===== src/miex_ram.sv =====
// Generic single write port, single read port RAM with registered read data.
// No dependencies.
module miex_ram #(
   parameter int WIDTH = 64,
   parameter int DEPTH = 32
) (
   input  logic                     clock,
   input  logic                     wr_en,
   input  logic [$clog2(DEPTH)-1:0] wr_addr,
   input  logic [WIDTH-1:0]         wr_data,
   input  logic                     rd_en,
   input  logic [$clog2(DEPTH)-1:0] rd_addr,
   output logic [WIDTH-1:0]         rd_data
);

   logic [WIDTH-1:0] mem_ff [DEPTH];
   logic [WIDTH-1:0] rd_data_ff;

   always_ff @(posedge clock) begin
      if (wr_en) begin
         mem_ff[wr_addr] <= wr_data;
      end
      if (rd_en) begin
         rd_data_ff <= mem_ff[rd_addr];
      end
   end

   assign rd_data = rd_data_ff;

endmodule


===== config.mk =====
export PLATFORM = sky130hd
export DESIGN_NAME = miex_ram
export DESIGN_NICKNAME = d
export VERILOG_FILES = /design/src/miex_ram.sv
export SDC_FILE = /design/constraint.sdc
export NUM_CORES = 2
export LEC_CHECK = 0
export ABC_CLOCK_PERIOD_IN_PS = 4100
export BUFFER_PORTS_ARGS = -buffer_cell sky130_fd_sc_hd__buf_2
export CORE_ASPECT_RATIO = 0.6
export CORE_MARGIN = 2
export CORE_UTILIZATION = 45
export CTS_CLUSTER_SIZE = 10
export DETAILED_ROUTE_END_ITERATION = 10
export PLACE_DENSITY_LB_ADDON = 0.3
export SYNTH_ARGS = -nofsm -noshare
export SYNTH_HDL_FRONTEND = slang
export SYNTH_SLANG_ARGS = --single-unit

===== constraint.sdc =====
create_clock -name clock -period 4.1 [get_ports clock]
set_input_delay 0 -clock clock [delete_from_list [all_inputs] [get_ports clock]]
set_output_delay 0 -clock clock [all_outputs]
set_load 0.02 [all_outputs]

==> results.cfg <==
[synth]
synth_commonest_cells = 2112 x edfxtp_1, 602 x mux4_2, 74 x mux2_2
yosysSeqAreaShare_pct = 79.67
synthAdderAreaFrac_pct = 0
synth_xor_area_share_pct = 0
avgSynthCellArea_um2 = 25.70
syn_area_mm2 = 0.07961
ys_async_sr_fraction_pct = 0
yosys.area_share.simple_pct = 0.3757
synth_top_family_by_area = multiplexers
yosysTopAreaCell = edfxtp_1
syn_nets = 3174
synth_seq_cells = 2112
yosys.area.top_type_share_pct = 79.67
synth_compound_area_share_pct = 0.4621
synthCells = 3097
synthMuxAreaShare_pct = 18.56
synth.area.top_cells = edfxtp_1 80%, mux4_2 17%, mux2_2 1.0%
synth_cell_types = 30
synthFlopType = edfxtp_1
synth.most_common_cell = edfxtp_1
synth_edf_count = 2112
yosys_warnings = 0

[detailed_routing]
dr.pass1.iters = 5
via_count = 36248
drtIter0Drc = 5245
wl_per_cell_um = 33.42
drc = 0
wirelength_mm = 196.3
drtAntennaViolNets = 0
vias_per_cell = 6.171

[timing]
fin_skew_ns = 0.07072
max_slew.worst_pin.slew_ns = 1.157
post-route-period-util_pct = 60.82
slew_headroom_pct = 22.90
setup_tns_ns = 0
rsz0062_at_grt = false
setup_ws_ns = 1.606
slew_viol_final = 0
finalSetupViolations = 0
period_needed_ns = 2.494
hold_viol_final = 0
fmax_mhz = 401.0

[power_and_ir_drop]
p_switching_uw = 9032
clkPwrFrac_pct = 40.3
p_int_uw = 35200
p_seq_share_pct = 54.8
power.leakage_uw = 0.02818
pwr-share-comb_pct = 5.0
cellPowerDensity_mw_per_mm2 = 486.4
ir_drop_v = 0.0003611
switching_share_pct = 20.42

[cts]
cts_setup_buffers = 0
cts_sinks = 2112
cts_max_path_buffers = 4
ctsResizeCount = 0
root_buffer = clkbuf_16
clk_latency_ns = 0.85
postCtsHoldBufs = 74
cts_buffers = 237
clkTransAtPathRegs_ns = 0.06
cts_tree = built
cts_max_level = 4

[critical_path]
cp-start-kind = input port
cp_common_cell = mux4_2
r2r_end = rd_data[50]
required_ns = 4.68
cp_slowest_stage_delay_ns = 0.59
worstPathCellList = dlygate4sd3_1, buf_8, buf_12, mux4_2, mux4_2, mux2_2
critPathMaxFanout = 76
cp.buffers_inverters = 3
slowest_stage = dlygate4sd3_1
critical_path_depth = 6
path_class = in -> reg
regToRegStartpoint = mem_ff[31][50]
critPathArrivalTime_ns = 3.08
ff2ff_path_depth = 3
setup.worst_path.end_class = register
cpLargestDelayFamily = buffers and inverters
rrSetupSlack_ns = 2.16

[flow_run]
cap_viol_max_count = 0

[layout]
fillers = 13237
drive_gt1_share_pct = 34.41
design_area_mm2 = 0.09094
layout.nets = 3584
syn2layout_area_growth_pct = 14.24

[min_path]
hold_start = wr_addr[1]
worstHoldEndpoint = mem_ff[16][23]
holdCritPathClass = in -> reg
hold_path_depth = 3

[die]
die_h_um = 329.8
die_area_mm2 = 0.1804
io-pin-count = 141
core-area_mm2 = 0.1755
start_util_pct = 45.35
rows = 119
dieWidth_um = 547.0

[run_status]
outcome = finished, final reports clean

[global_route]
grt_max_degree = 84
antenna_found_initial = 9
grt_pass1_vias = 36682
grt-ovfl-total = 0
grt_use_total_pct = 21.92
grt_pass1_wl_mm = 280.5

[place]
dp_slack_ns = 1.377
port_buffers = 140
place.gp.congestion = 0.7249
dp_hpwl_mm = 96.45
dpl_cell_area_mm2 = 0.08414
-- layout make-up --
type / instances / area [µm²] / area share, %
sequential: 2112 / 63420 / 69.74
clock inverter: 7 / 102.6 / 0.1128
antenna: 1 / 2.502 / 0.002752
multi-input combinational: 828 / 15680 / 17.24
timing repair buffer: 327 / 2823 / 3.104
inverter: 1 / 3.754 / 0.004127
clock buffer: 239 / 5959 / 6.553
tap: 2359 / 2952 / 3.246
-- worst max-delay path by stage --
stage / from / to / slack [ns]
6_report: rd_addr[1] / rd_data[45] / 1.61
2_1_floorplan: wr_addr[1] / mem_ff[12][0] / 0.28
5_1_grt: rd_addr[1] / rd_data[45] / 1.57
3_3_place_gp: rd_addr[1] / rd_data[45] / 1.38
4_1_cts: rd_addr[1] / rd_data[45] / 1.63
3_5_place_dp: rd_addr[1] / rd_data[45] / 1.38
-- worst min-delay path, cell delays in order --
cell    delay, ns
buf_2        0.11
or3b_2       0.43
nor2_4       0.22
-- routing by layer --
layer  vias up  wire, µm  track usage [%]
met5         -        48                0
met4         8      3152            4.087
met3       268     17620            3.857
met2      1854     88590            32.59
met1     19898     86920            34.50
li1      14220         -                -
-- cells by family after synthesis --
group / count (synthesis)
compound gates: 50
buf+inv: 157
flops: 2112
mux: 714
simple gates: 64
-- cells in the final DEF (no fill, tap or decap), types with 4 or more instances in the layout --
master         count
nor2b_1            4
buf_12            39
mux4_2           602
mux2i_1           38
nor2_4            32
edfxtp_1        2112
buf_4             75
o21ai_0            9
nor2_1             9
a221oi_1          12
dlygate4sd3_1     74
o22ai_1           10
clkbuf_16        238
nand3b_1           5
mux2_2            74
buf_2            134
-- state kept, by name (all words and copies together) (netlist names) --
signal   flops
rd_data     64
mem_ff    2048
-- power groups by stage --
stage / Sequential [µW] / Combinational [µW] / Clock, µW
final: 24200 / 2190 / 17800
after global routing: 24200 / 2340 / 19000
after CTS: 24200 / 2220 / 18100
after detailed placement: 24700 / 2150 / 0
after global placement: 24700 / 2120 / 0
after floorplan: 24700 / 1210 / 0
-- metrics by stage --
stage                     total power (µW)  hold WS (ns)  instances  utilization [%]
after floorplan                      25910       0.09887       3097                -
after global placement               26780        0.4570       5553            47.93
after global routing                 45550        0.1263       5873            51.80
after detailed placement             26820        0.4485       5553            47.93
after CTS                            44570       0.08469       5873            51.80
final                                44230        0.1278       5874            51.81
No activity file was read; power rests on OpenSTA's default activity.
